===== src/rtl/core/nnsc_pkg.sv =====
// Shared types, widths and helpers for the leaf Newton-step unit.
// Used by every module of the block except the generic RAM.
`default_nettype none

package nnsc_pkg;

	// Leaf store geometry.
	localparam int MaxLeaves = 64;
	localparam int LeafW     = $clog2(MaxLeaves);
	localparam int CntW      = $clog2(MaxLeaves + 1);

	// Field widths of the streams.
	localparam int WeightW   = 16;
	localparam int ResidW    = 16;
	localparam int CapW      = 15;
	localparam int PredW     = 16;
	localparam int AccW      = 48;
	localparam int TermW     = 34;
	localparam int DiffW     = 18;
	localparam int DprodW    = 32;
	localparam int DivW      = AccW + 8;

	// Input item packing, lowest bit first.
	localparam int OffLeaf   = 0;
	localparam int OffWeight = OffLeaf + LeafW;
	localparam int OffLabel  = OffWeight + WeightW;
	localparam int OffResid  = OffLabel + 1;
	localparam int OffBag    = OffResid + ResidW;
	localparam int OffCount  = OffBag + 1;
	localparam int OffMask   = OffCount + CntW;
	localparam int InBits    = OffMask + MaxLeaves;
	localparam int STdataW   = ((InBits + 7) / 8) * 8;

	// Result item packing.
	localparam int MTdataW   = ((LeafW + PredW + 7) / 8) * 8;
	localparam int MTuserW   = 3;

	// Queue between front and back; depth must be a power of two.
	localparam int QDepth    = 2;
	localparam int QPtrW     = $clog2(QDepth);
	localparam int QCntW     = $clog2(QDepth + 1);

	localparam logic [CapW-1:0] CapReset = CapW'(2560);
	localparam logic [15:0]     OneQ14   = 16'd16384;

	typedef enum logic {
		OP_OBS    = 1'b0,
		OP_FINISH = 1'b1
	} op_t;

	// Command handed from front to back.
	typedef struct packed {
		op_t                     op;
		logic [LeafW-1:0]        leaf;
		logic signed [TermW-1:0] num_term;
		logic signed [TermW-1:0] den_term;
		logic [CntW-1:0]         count;
		logic [MaxLeaves-1:0]    mask;
	} cmd_t;

	// Queue status seen by both sides.
	typedef struct packed {
		logic full;
		logic empty;
	} q_stat_t;

	// Saturating add of a term onto a 48-bit signed sum.
	function automatic logic signed [AccW-1:0] sat_add(
		input logic signed [AccW-1:0]  a,
		input logic signed [TermW-1:0] b
	);
		logic signed [AccW:0] s;
		s = {a[AccW-1], a} + (AccW + 1)'(b);
		if (s[AccW] != s[AccW-1]) begin
			sat_add = s[AccW] ? {1'b1, {(AccW-1){1'b0}}} : {1'b0, {(AccW-1){1'b1}}};
		end else begin
			sat_add = s[AccW-1:0];
		end
	endfunction

	// Magnitude of a signed sum as an unsigned value of the same width.
	function automatic logic [AccW-1:0] mag(input logic signed [AccW-1:0] v);
		mag = v[AccW-1] ? (~v + AccW'(1)) : v;
	endfunction

endpackage

`default_nettype wire


===== src/rtl/core/nnsc_queue.sv =====
// Short command queue between the front and back parts.
// Depends on nnsc_pkg for the command type and depth.
`default_nettype none

module nnsc_queue import nnsc_pkg::*; (
	input  wire logic    clk,
	input  wire logic    arst_n,
	input  wire logic    push,
	input  wire cmd_t    push_cmd,
	input  wire logic    pop,
	output cmd_t         pop_cmd,
	output q_stat_t      stat
);

	cmd_t             mem_q [QDepth];
	logic [QPtrW-1:0] wr_ptr_q;
	logic [QPtrW-1:0] rd_ptr_q;
	logic [QCntW-1:0] cnt_q;

	// Pointers and fill level.
	always_ff @(posedge clk or negedge arst_n) begin
		if (!arst_n) begin
			wr_ptr_q <= '0;
			rd_ptr_q <= '0;
			cnt_q    <= '0;
		end else begin
			if (push) begin
				wr_ptr_q <= wr_ptr_q + QPtrW'(1);
			end
			if (pop) begin
				rd_ptr_q <= rd_ptr_q + QPtrW'(1);
			end
			if (push && !pop) begin
				cnt_q <= cnt_q + QCntW'(1);
			end else if (pop && !push) begin
				cnt_q <= cnt_q - QCntW'(1);
			end
		end
	end

	// Storage.
	always_ff @(posedge clk) begin
		if (push) begin
			mem_q[wr_ptr_q] <= push_cmd;
		end
	end

	assign pop_cmd    = mem_q[rd_ptr_q];
	assign stat.full  = (cnt_q == QCntW'(QDepth));
	assign stat.empty = (cnt_q == '0);

endmodule

`default_nettype wire


===== config.mk =====
export PLATFORM = sky130hd
export DESIGN_NAME = nnsc_queue
export DESIGN_NICKNAME = d
export VERILOG_FILES = /design/src/rtl/core/nnsc_pkg.sv /design/src/rtl/core/nnsc_queue.sv
export SDC_FILE = /design/constraint.sdc
export NUM_CORES = 1
export LEC_CHECK = 0
export ABC_CLOCK_PERIOD_IN_PS = 10600
export BUFFER_PORTS_ARGS = -buffer_cell sky130_fd_sc_hd__buf_4
export CAP_MARGIN = 20
export CORE_UTILIZATION = 52
export DETAILED_ROUTE_END_ITERATION = 8
export GPL_TIMING_DRIVEN = 0
export PLACE_DENSITY_LB_ADDON = 0.05
export RECOVER_POWER = 100
export SKIP_CTS_REPAIR_TIMING = 1
export SYNTH_ARGS = -nofsm -noshare
export SYNTH_HDL_FRONTEND = slang
export SYNTH_SLANG_ARGS = --single-unit
export TNS_END_PERCENT = 30

===== constraint.sdc =====
create_clock -name clk -period 10.6 [get_ports clk]
set_clock_uncertainty 0.15 [all_clocks]
set_input_delay 2.12 -clock clk [delete_from_list [all_inputs] [get_ports clk]]
set_output_delay 2.12 -clock clk [all_outputs]
set_load 0.02 [all_outputs]

==> impl_metrics.yaml <==
status:
  failed_checks: "capacitance limit, slew limit"
  status: "complete, but fails checks"
min_path:
  min_from: "cnt_q[1]"
  min_path_cells: 1
  min_to: "cnt_q[1]"
  min_path_type: "flop to flop"
setup_path:
  path_class: "primary input to flop"
  critPathSlowestCell: "clkbuf_1"
  worstPathArrival_ns: 6.04
  slowest_delay_ns: 2.66
  start_kind: "primary input"
  crit_top_cell: "clkbuf_1"
  r2r_slack_ns: 5.85
  rr_worst_depth: 2
  r2r_start: "wr_ptr_q"
  end_kind: "flop"
  path_max_fanout: 64
  required_ns: 10.50
  reg2reg_to: "mem_q[1][142]"
  worstPathCellList: "clkbuf_1 -> and2_0 -> clkbuf_1"
timing:
  fmax_mhz: 163
  hold_viol: 0
  worst_pin_slew_ns: 3.69
  tns_ns: 0
  slew_viol_final: 251
  finalSetupViolations: 0
  max_slew_margin: -1.46
  rsz0062_at_grt: "false"
  layout_min_cycle_time_ns: 6.13
  finalCritPeriodShare: 0.578
clock_network:
  cts_max_level: 1
  clock_sinks: 296
  cts_buffers: 30
  cts_buffer_depth: 3
  root_buffer: "clkbuf_16"
  clkTransAtPathRegs_ns: 0.06
  clock_latency_ns: 0.53
  cts_tree: "yes"
global_route:
  grt_pass1_wl_mm: 32.2
  grt_overflow: 0
  antenna_found_initial: 1
  grt_pass1_vias: 6046
  grt.total_usage: 0.198
  grt_start_max_net_pins: 65
finish:
  multi_input_area_mm2: 0.00173
  n_fill_cell: 1495
  syn2layout_area_growth_pct: 26.4
  area.sequential_mm2: 0.00887
  final_cells: 1100
  drive_gt1_frac: 0.394
  fin_nets: 956
routing:
  via_count: 5536
  routedWlPerCell_um: 18.9
  drtPass1Iterations: 5
  wirelength_mm: 20.8
  drc_errors: 0
  antenna_left: 0
  viasPerCell: 5.03
  drtIter0Drc: 230
placement:
  place.gp.congestion: 0.745
  dpl.cell_count: 1043
  dp_hpwl_mm: 14.3
  io_buffers: 297
floorplan:
  io_pins: 298
  initial_core_util: 0.531
  fp.dieW_um: 146
  dieArea_mm2: 0.0213
  dieHeight_um: 146
  row_count: 52
  core_mm2: 0.0203
synthesis:
  synth_area_per_cell_um2: 22.9
  synth.distinct_cells: 12
  synth_fp_nets: 621
  syn_area_mm2: 0.0108
  syn_inst: 470
  synth-seq-area-share: 0.823
  synth-seq-cells: 296
  ys_warn_count: 0
pwr:
  power_mw: 3.75
  p_leak_nw: 4.75
  power_density_mw_per_mm2: 276
  ir_worst_vdd_mv: 0.159
job:
  cap_violations: 6
## kinds of logic after synthesis
logic type	after synthesis	synth area share
AND/OR/NAND/NOR	5	0.00244
multiplexers	146	0.153
buffers and inverters	17	0.0165
XOR/XNOR	5	0.00406
flip-flops	296	0.823
adder cells (fa/ha/maj)	1	0.00116
## cells in the final DEF, fill, tap and decap left out
cell type / instances
edfxtp_1: 292
clkbuf_1: 179
mux2_2: 139
clkbuf_4: 124
clkbuf_16: 31
buf_4: 23
mux2_1: 7
clkinv_2: 7
clkinv_1: 7
xor2_1: 4
dfrtp_1: 4
nor2b_1: 2
nor2_1: 2
diode_2: 1
inv_1: 1
and2_0: 1
xnor2_1: 1
ha_1: 1
inv_6: 1
bufinv_16: 1
buf_1: 1
buf_12: 1
## through the flow
stage | worst slack [ns] | instance area, µm² | util | hold WS [ns]
3_3_place_gp | -2.06 | 13300 | 0.657 | 0.321
5_1_grt | 4.07 | 13600 | 0.671 | 0.366
6_report | 4.47 | 13600 | 0.671 | 0.337
2_1_floorplan | 1.34 | 10800 | - | 0.305
4_1_cts | 6.42 | 14400 | 0.709 | 0.338
3_5_place_dp | 6.50 | 13500 | 0.664 | 0.327
## cell type report
| class | count | share of cell area |
|---|---|---|
| tap | 270 | 0.0248 |
| buffer | 16 | 0.00441 |
| inverter | 1 | 0.000276 |
| antenna | 1 | 0.000184 |
| timing repair buffer | 303 | 0.125 |
| sequential | 296 | 0.651 |
| multi-input combinational | 157 | 0.127 |
| clock buffer | 40 | 0.0595 |
| clock inverter | 16 | 0.00735 |
## cell usage after synthesis
cell type	count	share of area
nor2_1	2	0.00070
buf_2	1	0.00046
inv_1	1	0.00035
edfxtp_1	292	0.81
and2_1	1	0.00058
dfrtp_1	4	0.0093
xnor2_1	1	0.00081
nor2b_1	2	0.0012
ha_1	1	0.0012
buf_6	15	0.016
xor2_1	4	0.0033
mux2_2	146	0.15
## how the worst max path moves through the flow
| stage | cells past startpoint | start | endpoint | slack, ns |
|---|---|---|---|---|
| global route | 3 | push | mem_q[1][132] | 4.07 |
| global placement | 2 | push | mem_q[0][138] | -2.06 |
| floorplan | 1 | push | mem_q[0][0] | 1.34 |
| finish | 3 | push | mem_q[1][142] | 4.47 |
| CTS | 4 | rd_ptr_q | pop_cmd[43] | 6.42 |
| detailed placement | 4 | push | mem_q[0][28] | 6.50 |
## report_power, final
part / leakage, nW / internal, mW / switching (mW) / total, mW
logic: 1.51 / 0.420 / 0.750 / 1.17
clock network: 0.450 / 0.558 / 0.405 / 0.963
registers: 2.79 / 1.57 / 0.0482 / 1.62
total: 4.75 / 2.55 / 1.20 / 3.75
## worst max-delay path: cells and delay by family
| kind | cells | cell delay (ns) |
|---|---|---|
| buf+inv | 2 | 2.82 |
| simple gates | 1 | 1.04 |
## state kept, by name, indices dropped and copies added, names as in the netlist
signal	count
cnt_q	2
wr_ptr_q	1
mem_q	292
rd_ptr_q	1
## metal layers
metal	up-vias	track usage	part of all wire	wire length [µm]
met4	0	0.0695	0.031	639
li1	2555	-	-	-
met1	2715	0.227	0.36	7520
met5	-	0	0	0
met2	220	0.345	0.51	10500
met3	46	0.0677	0.10	2070
No activity file was read; power rests on OpenSTA's default activity.
