File: config.mk
export PLATFORM = sky130hd
export DESIGN_NAME = nnsc_front
export DESIGN_NICKNAME = d
export VERILOG_FILES = /design/src/rtl/core/nnsc_pkg.sv /design/src/rtl/core/nnsc_front.sv
export SDC_FILE = /design/constraint.sdc
export NUM_CORES = 2
export LEC_CHECK = 0
export BUFFER_PORTS_ARGS = -buffer_cell sky130_fd_sc_hd__buf_4
export CORE_MARGIN = 2
export CORE_UTILIZATION = 57
export CTS_BUF_LIST = sky130_fd_sc_hd__clkbuf_16
export DETAILED_ROUTE_END_ITERATION = 16
export PLACE_DENSITY = 0.78
export SLEW_MARGIN = 10
export SYNTH_ARGS = -nofsm -noshare
export SYNTH_HDL_FRONTEND = slang
export SYNTH_SLANG_ARGS = --single-unit
File: constraint.sdc
create_clock -name clk -period 22.7 [get_ports clk]
set_clock_uncertainty 0.1 [all_clocks]
set_input_delay 6.81 -clock clk [delete_from_list [all_inputs] [get_ports clk]]
set_output_delay 6.81 -clock clk [all_outputs]
set_load 0.005 [all_outputs]
File: src/rtl/core/nnsc_pkg.sv
// Shared types, widths and helpers for the leaf Newton-step unit.
// Used by every module of the block except the generic RAM.
`default_nettype none

package nnsc_pkg;

	// Leaf store geometry.
	localparam int MaxLeaves = 64;
	localparam int LeafW     = $clog2(MaxLeaves);
	localparam int CntW      = $clog2(MaxLeaves + 1);

	// Field widths of the streams.
	localparam int WeightW   = 16;
	localparam int ResidW    = 16;
	localparam int CapW      = 15;
	localparam int PredW     = 16;
	localparam int AccW      = 48;
	localparam int TermW     = 34;
	localparam int DiffW     = 18;
	localparam int DprodW    = 32;
	localparam int DivW      = AccW + 8;

	// Input item packing, lowest bit first.
	localparam int OffLeaf   = 0;
	localparam int OffWeight = OffLeaf + LeafW;
	localparam int OffLabel  = OffWeight + WeightW;
	localparam int OffResid  = OffLabel + 1;
	localparam int OffBag    = OffResid + ResidW;
	localparam int OffCount  = OffBag + 1;
	localparam int OffMask   = OffCount + CntW;
	localparam int InBits    = OffMask + MaxLeaves;
	localparam int STdataW   = ((InBits + 7) / 8) * 8;

	// Result item packing.
	localparam int MTdataW   = ((LeafW + PredW + 7) / 8) * 8;
	localparam int MTuserW   = 3;

	// Queue between front and back; depth must be a power of two.
	localparam int QDepth    = 2;
	localparam int QPtrW     = $clog2(QDepth);
	localparam int QCntW     = $clog2(QDepth + 1);

	localparam logic [CapW-1:0] CapReset = CapW'(2560);
	localparam logic [15:0]     OneQ14   = 16'd16384;

	typedef enum logic {
		OP_OBS    = 1'b0,
		OP_FINISH = 1'b1
	} op_t;

	// Command handed from front to back.
	typedef struct packed {
		op_t                     op;
		logic [LeafW-1:0]        leaf;
		logic signed [TermW-1:0] num_term;
		logic signed [TermW-1:0] den_term;
		logic [CntW-1:0]         count;
		logic [MaxLeaves-1:0]    mask;
	} cmd_t;

	// Queue status seen by both sides.
	typedef struct packed {
		logic full;
		logic empty;
	} q_stat_t;

	// Saturating add of a term onto a 48-bit signed sum.
	function automatic logic signed [AccW-1:0] sat_add(
		input logic signed [AccW-1:0]  a,
		input logic signed [TermW-1:0] b
	);
		logic signed [AccW:0] s;
		s = {a[AccW-1], a} + (AccW + 1)'(b);
		if (s[AccW] != s[AccW-1]) begin
			sat_add = s[AccW] ? {1'b1, {(AccW-1){1'b0}}} : {1'b0, {(AccW-1){1'b1}}};
		end else begin
			sat_add = s[AccW-1:0];
		end
	endfunction

	// Magnitude of a signed sum as an unsigned value of the same width.
	function automatic logic [AccW-1:0] mag(input logic signed [AccW-1:0] v);
		mag = v[AccW-1] ? (~v + AccW'(1)) : v;
	endfunction

endpackage

`default_nettype wire

File: src/rtl/core/nnsc_front.sv
// Front part: accepts input items, works out the per-observation terms and
// drops out-of-bag observations before queuing. Depends on nnsc_pkg.
`default_nettype none

module nnsc_front import nnsc_pkg::*; (
	input  wire logic               clk,
	input  wire logic               arst_n,
	input  wire logic               s_axis_tvalid,
	output logic                    s_axis_tready,
	input  wire logic [STdataW-1:0] s_axis_tdata,
	input  wire logic               s_axis_tuser,
	output logic                    push,
	output cmd_t                    push_cmd,
	input  wire q_stat_t            q_stat
);

	logic en;

	// Stage 1: captured fields.
	logic                     v_s1;
	op_t                      op_s1;
	logic [LeafW-1:0]         leaf_s1;
	logic [WeightW-1:0]       w_s1;
	logic                     lab_s1;
	logic signed [ResidW-1:0] r_s1;
	logic                     bag_s1;
	logic [CntW-1:0]          cnt_s1;
	logic [MaxLeaves-1:0]     mask_s1;

	// Stage 2: first products.
	logic                     v_s2;
	logic                     keep_s2;
	op_t                      op_s2;
	logic [LeafW-1:0]         leaf_s2;
	logic [WeightW-1:0]       w_s2;
	logic [CntW-1:0]          cnt_s2;
	logic [MaxLeaves-1:0]     mask_s2;
	logic signed [TermW-1:0]  num_s2;
	logic signed [DprodW-1:0] dprod_s2;

	// Stage 3: finished terms.
	logic                     v_s3;
	logic                     keep_s3;
	op_t                      op_s3;
	logic [LeafW-1:0]         leaf_s3;
	logic [CntW-1:0]          cnt_s3;
	logic [MaxLeaves-1:0]     mask_s3;
	logic signed [TermW-1:0]  num_s3;
	logic signed [TermW-1:0]  den_s3;

	logic signed [DiffW-1:0]  y_ext;
	logic signed [DiffW-1:0]  a_diff;
	logic signed [DiffW-1:0]  b_diff;
	logic signed [DprodW:0]   dround;
	logic signed [DiffW-1:0]  dq;

	// The pipeline stalls only when a kept item cannot enter the queue.
	assign en            = !(v_s3 && keep_s3 && q_stat.full);
	assign s_axis_tready = en;

	// The two factors of the denominator term: (y - r) and (1 - y + r).
	assign y_ext  = lab_s1 ? DiffW'(OneQ14) : '0;
	assign a_diff = y_ext - DiffW'(r_s1);
	assign b_diff = DiffW'(OneQ14) - a_diff;

	// Divide by 2^14 truncating toward zero.
	assign dround = (DprodW + 1)'(dprod_s2) + (dprod_s2[DprodW-1] ? (DprodW + 1)'(16383) : '0);
	assign dq     = DiffW'(dround >>> 14);

	// Valid bits of the stages.
	always_ff @(posedge clk or negedge arst_n) begin
		if (!arst_n) begin
			v_s1 <= 1'b0;
			v_s2 <= 1'b0;
			v_s3 <= 1'b0;
		end else if (en) begin
			v_s1 <= s_axis_tvalid;
			v_s2 <= v_s1;
			v_s3 <= v_s2;
		end
	end

	// Payload of the stages.
	always_ff @(posedge clk) begin
		if (en) begin
			op_s1    <= op_t'(s_axis_tuser);
			leaf_s1  <= s_axis_tdata[OffLeaf +: LeafW];
			w_s1     <= s_axis_tdata[OffWeight +: WeightW];
			lab_s1   <= s_axis_tdata[OffLabel];
			r_s1     <= s_axis_tdata[OffResid +: ResidW];
			bag_s1   <= s_axis_tdata[OffBag];
			cnt_s1   <= s_axis_tdata[OffCount +: CntW];
			mask_s1  <= s_axis_tdata[OffMask +: MaxLeaves];

			op_s2    <= op_s1;
			keep_s2  <= (op_s1 == OP_FINISH) || bag_s1;
			leaf_s2  <= leaf_s1;
			w_s2     <= w_s1;
			cnt_s2   <= cnt_s1;
			mask_s2  <= mask_s1;
			num_s2   <= TermW'($signed({1'b0, w_s1}) * r_s1);
			dprod_s2 <= DprodW'(a_diff * b_diff);

			op_s3    <= op_s2;
			keep_s3  <= keep_s2;
			leaf_s3  <= leaf_s2;
			cnt_s3   <= cnt_s2;
			mask_s3  <= mask_s2;
			num_s3   <= num_s2;
			den_s3   <= TermW'($signed({1'b0, w_s2}) * dq);
		end
	end

	// Hand the command to the queue.
	assign push              = v_s3 && keep_s3 && !q_stat.full;
	assign push_cmd.op       = op_s3;
	assign push_cmd.leaf     = leaf_s3;
	assign push_cmd.num_term = num_s3;
	assign push_cmd.den_term = den_s3;
	assign push_cmd.count    = cnt_s3;
	assign push_cmd.mask     = mask_s3;

endmodule

`default_nettype wire

==> metrics.md <==
| Metric | Value |
|---|---|
| Status | completed |
| Max incr delay on CP | 0.37 ns |
| Clock buffer depth | 3 |
| Most frequent cells in the layout | 927 x inv_1, 765 x fa_1, 418 x edfxtp_1, 399 x nand2_1, 324 x ha_1 |
| Main flop type after synthesis | edfxtp_1 |
| Final core occ | 63.42% |
| Worst Hold Path Cells | 0 |
| Cts hold-fix bufs | 0 |
| Pre-antenna DRT Iters | 5 |
| R2r worst-path depth | 33 |
| WL/cell | 17.61 um |
| CTS tree | yes |
| Reg-to-Reg Start | r_s1[0]$_DFFE_PN_ |
| Setup WS pre-CTS | 8.114 ns |
| EDFF count, synth | 418 |
| Clock Latency Late Sink | 0.63 ns |
| Ys async rst share | 0.7126% |
| Maximum clock frequency | 68.75 MHz |
| Crit path DAT | 7.64 ns |
| CP most frequent cell | buf_4 |
| Starting Density | 57.31% |
| Minimum clock period | 14.55 ns |
| Crit end category | output pin |
| Hold Violations, Final | 0 |
| Mean Syn Cell Area | 10.98 sq um |
| Final net count | 5451 |
| Max_slew headroom | 23.15% |
| Reg2Reg Setup Slack | 11.86 ns |
| Synth Instances | 4022 |
| Setup tns final | 0 ns |
| Sink Count | 421 |
| DR DRC count | 0 |
| Worst-path maximum fanout | 29 |
| Syn-to-layout area delta | 10.67% |
| Fill count | 6065 |
| Cell family with most CP delay | buffers and inverters |
| PortBufs | 263 |
| GPL Wtd Cong | 0.8945 |
| CTS resizes | 0 |
| Clock-pin slew on the worst setup and hold paths | 0.06 ns |
| Yosys warning count | 0 |
| Worst-Margin Slew | 1.150 ns |
| 1st-iter DRT viols | 1616 |
| Antenna violations before repair | 2 |
| DIE AREA | 0.07974 sq mm |
| Routed Antenna Nets | 0 |
| Vias per cell | 5.280 |
| Worst hold path type | reg -> reg |
| WL final | 93750 um |
| Worst hold start | cnt_s2[0]$_DFFE_PN_ |
| Die X | 282.4 um |
| Syn_nets | 5229 |
| CP required | 15.79 ns |
| First-pass GRT wire length | 156800 um |
| Dpl hpwl | 72730 um |
| Vias in the first global route | 30.35k |
| CP max stage cell | nand3_4 |
| RSZ-0062 raised after global routing | no |
| Largest net degree at the start of global routing | 152 |
| Unique masters post-synth | 72 |
| Grt total ovfl | 0 |
| Die height | 282.4 um |
| Worst hold path endpoint | cnt_s3[0]$_DFFE_PN_ |
| Ports | 266 |
| H-tree levels | 2 |
| Root Driver | clkbuf_16 |
| Setup-failing EPs final | 0 |
| Most common cell after layout, fill and taps aside | inv_1 |
| Critical path class | in -> out |
| Element type at the critical path start | input port |
| Clock buffer count from CTS | 47 |
| Total number of vias | 28.11k |
| CP bufs+invs | 2 |
| # rows | 102 |
| Setup ws final | 8.154 ns |
| Post-CTS Setup Inserts | 0 |
| Sequential element share of the synthesized area | 28.58% |
| MaxCap Viol Count | 0 |
| Layout cells sized above 1 | 9.855% |
| GRT Util Overall | 24.98% |
| Core area | 0.07708 sq mm |
| Post-Synthesis Cell Area | 0.04417 sq mm |
| CP cell instances | buf_4, nand3_4, buf_4 |
| Max-slew violation count | 0 |
| Synth Register Bits | 421 |
| Reg2reg end | dprod_s2[28]$_DFFE_PN_ |
| Final period util | 64.08% |
## worst max-delay path by stage
stage	from	endpoint	slack (ns)	cells past startpoint
after global placement	q_stat[1]	s_axis_tready	8.13	3
after floorplan	q_stat[1]	s_axis_tready	3.55	1
after global routing	q_stat[1]	s_axis_tready	8.08	3
final	q_stat[1]	s_axis_tready	8.15	3
after CTS	q_stat[1]	s_axis_tready	8.11	3
after detailed placement	q_stat[1]	s_axis_tready	8.11	3
## sequential cells by signal, indices dropped and copies added, names as in the netlist, 6 cells and up
signal    flops
cnt_s1        7
cnt_s2        7
cnt_s3        7
den_s3       34
dprod_s2     32
leaf_s1       6
leaf_s2       6
leaf_s3       6
mask_s1      64
mask_s2      64
mask_s3      64
num_s2       33
num_s3       33
r_s1         16
w_s1         16
w_s2         16
## kinds of logic after synthesis
logic type,Yosys count,share of synthesized area (%)
adders and majority gates,1089,43.85
buffers and inverters,1062,9.086
and+or+nand+nor,1059,11.86
DFF,421,28.58
AOI/OAI and AO/OA,243,3.586
xor gates and xnor gates,143,2.937
muxes,4,0.09630
other,1,0.008489
## through the flow
step	instances	hold WS [ns]	instance area (sq um)
final	5324	0.2795	48890
after global routing	5324	0.2840	48890
after CTS	5322	0.2745	48880
after detailed placement	5235	0.3045	47270
after global placement	5235	0.3003	47270
after floorplan	4022	0.3003	44180
## layout make-up
type / instances / area, sq um / area share (%)
multi-input combinational: 2539 / 27550 / 56.35
sequential: 421 / 12630 / 25.83
clock buffer: 48 / 1201 / 2.457
antenna: 2 / 5.005 / 0.01024
tap: 1040 / 1301 / 2.662
timing repair buffer: 306 / 2310 / 4.724
clock inverter: 39 / 409.1 / 0.8369
inverter: 929 / 3488 / 7.135
## cells in the mapped netlist, drive strengths merged, types with 3 or more instances
cell type | number | area, sq um
o21ai | 43 | 215.2
o21a | 19 | 142.6
a22oi | 3 | 22.52
nand4 | 12 | 75.07
o41ai | 3 | 26.28
a2111oi | 3 | 26.28
nor2b | 38 | 237.7
nand3 | 22 | 110.1
and3 | 5 | 31.28
a31oi | 4 | 25.02
clkinv | 3 | 12.51
xor2 | 38 | 340.3
or3 | 8 | 55.05
and2 | 215 | 1345
o21bai | 12 | 90.09
o22ai | 3 | 18.77
nor3 | 17 | 90.09
a211oi | 10 | 75.07
xnor2 | 105 | 957.2
a21o | 38 | 292.8
a21boi | 4 | 30.03
or2 | 15 | 93.84
dfrtp | 3 | 75.07
nand2 | 400 | 1509
a211o | 3 | 26.28
fa | 765 | 15310
clkbuf | 111 | 416.7
ha | 324 | 4054
a31o | 3 | 26.28
buf | 22 | 108.8
o211ai | 6 | 50.05
a41oi | 5 | 43.79
a21oi | 71 | 355.3
nor2 | 168 | 645.6
or4 | 5 | 52.55
edfxtp | 418 | 12550
inv | 926 | 3476
nand2b | 146 | 915.9
## layer usage
metal	up-vias	wire (um)	track usage, %
met1	14390	38200	33.17
met2	838	47100	42.87
li1	12710	-	-
met3	174	5717	3.585
met4	0	2738	7.462
met5	-	0	0
Power is not shown: default switching activity piles up to over one toggle a cycle in this logic, so the estimate is an artifact.
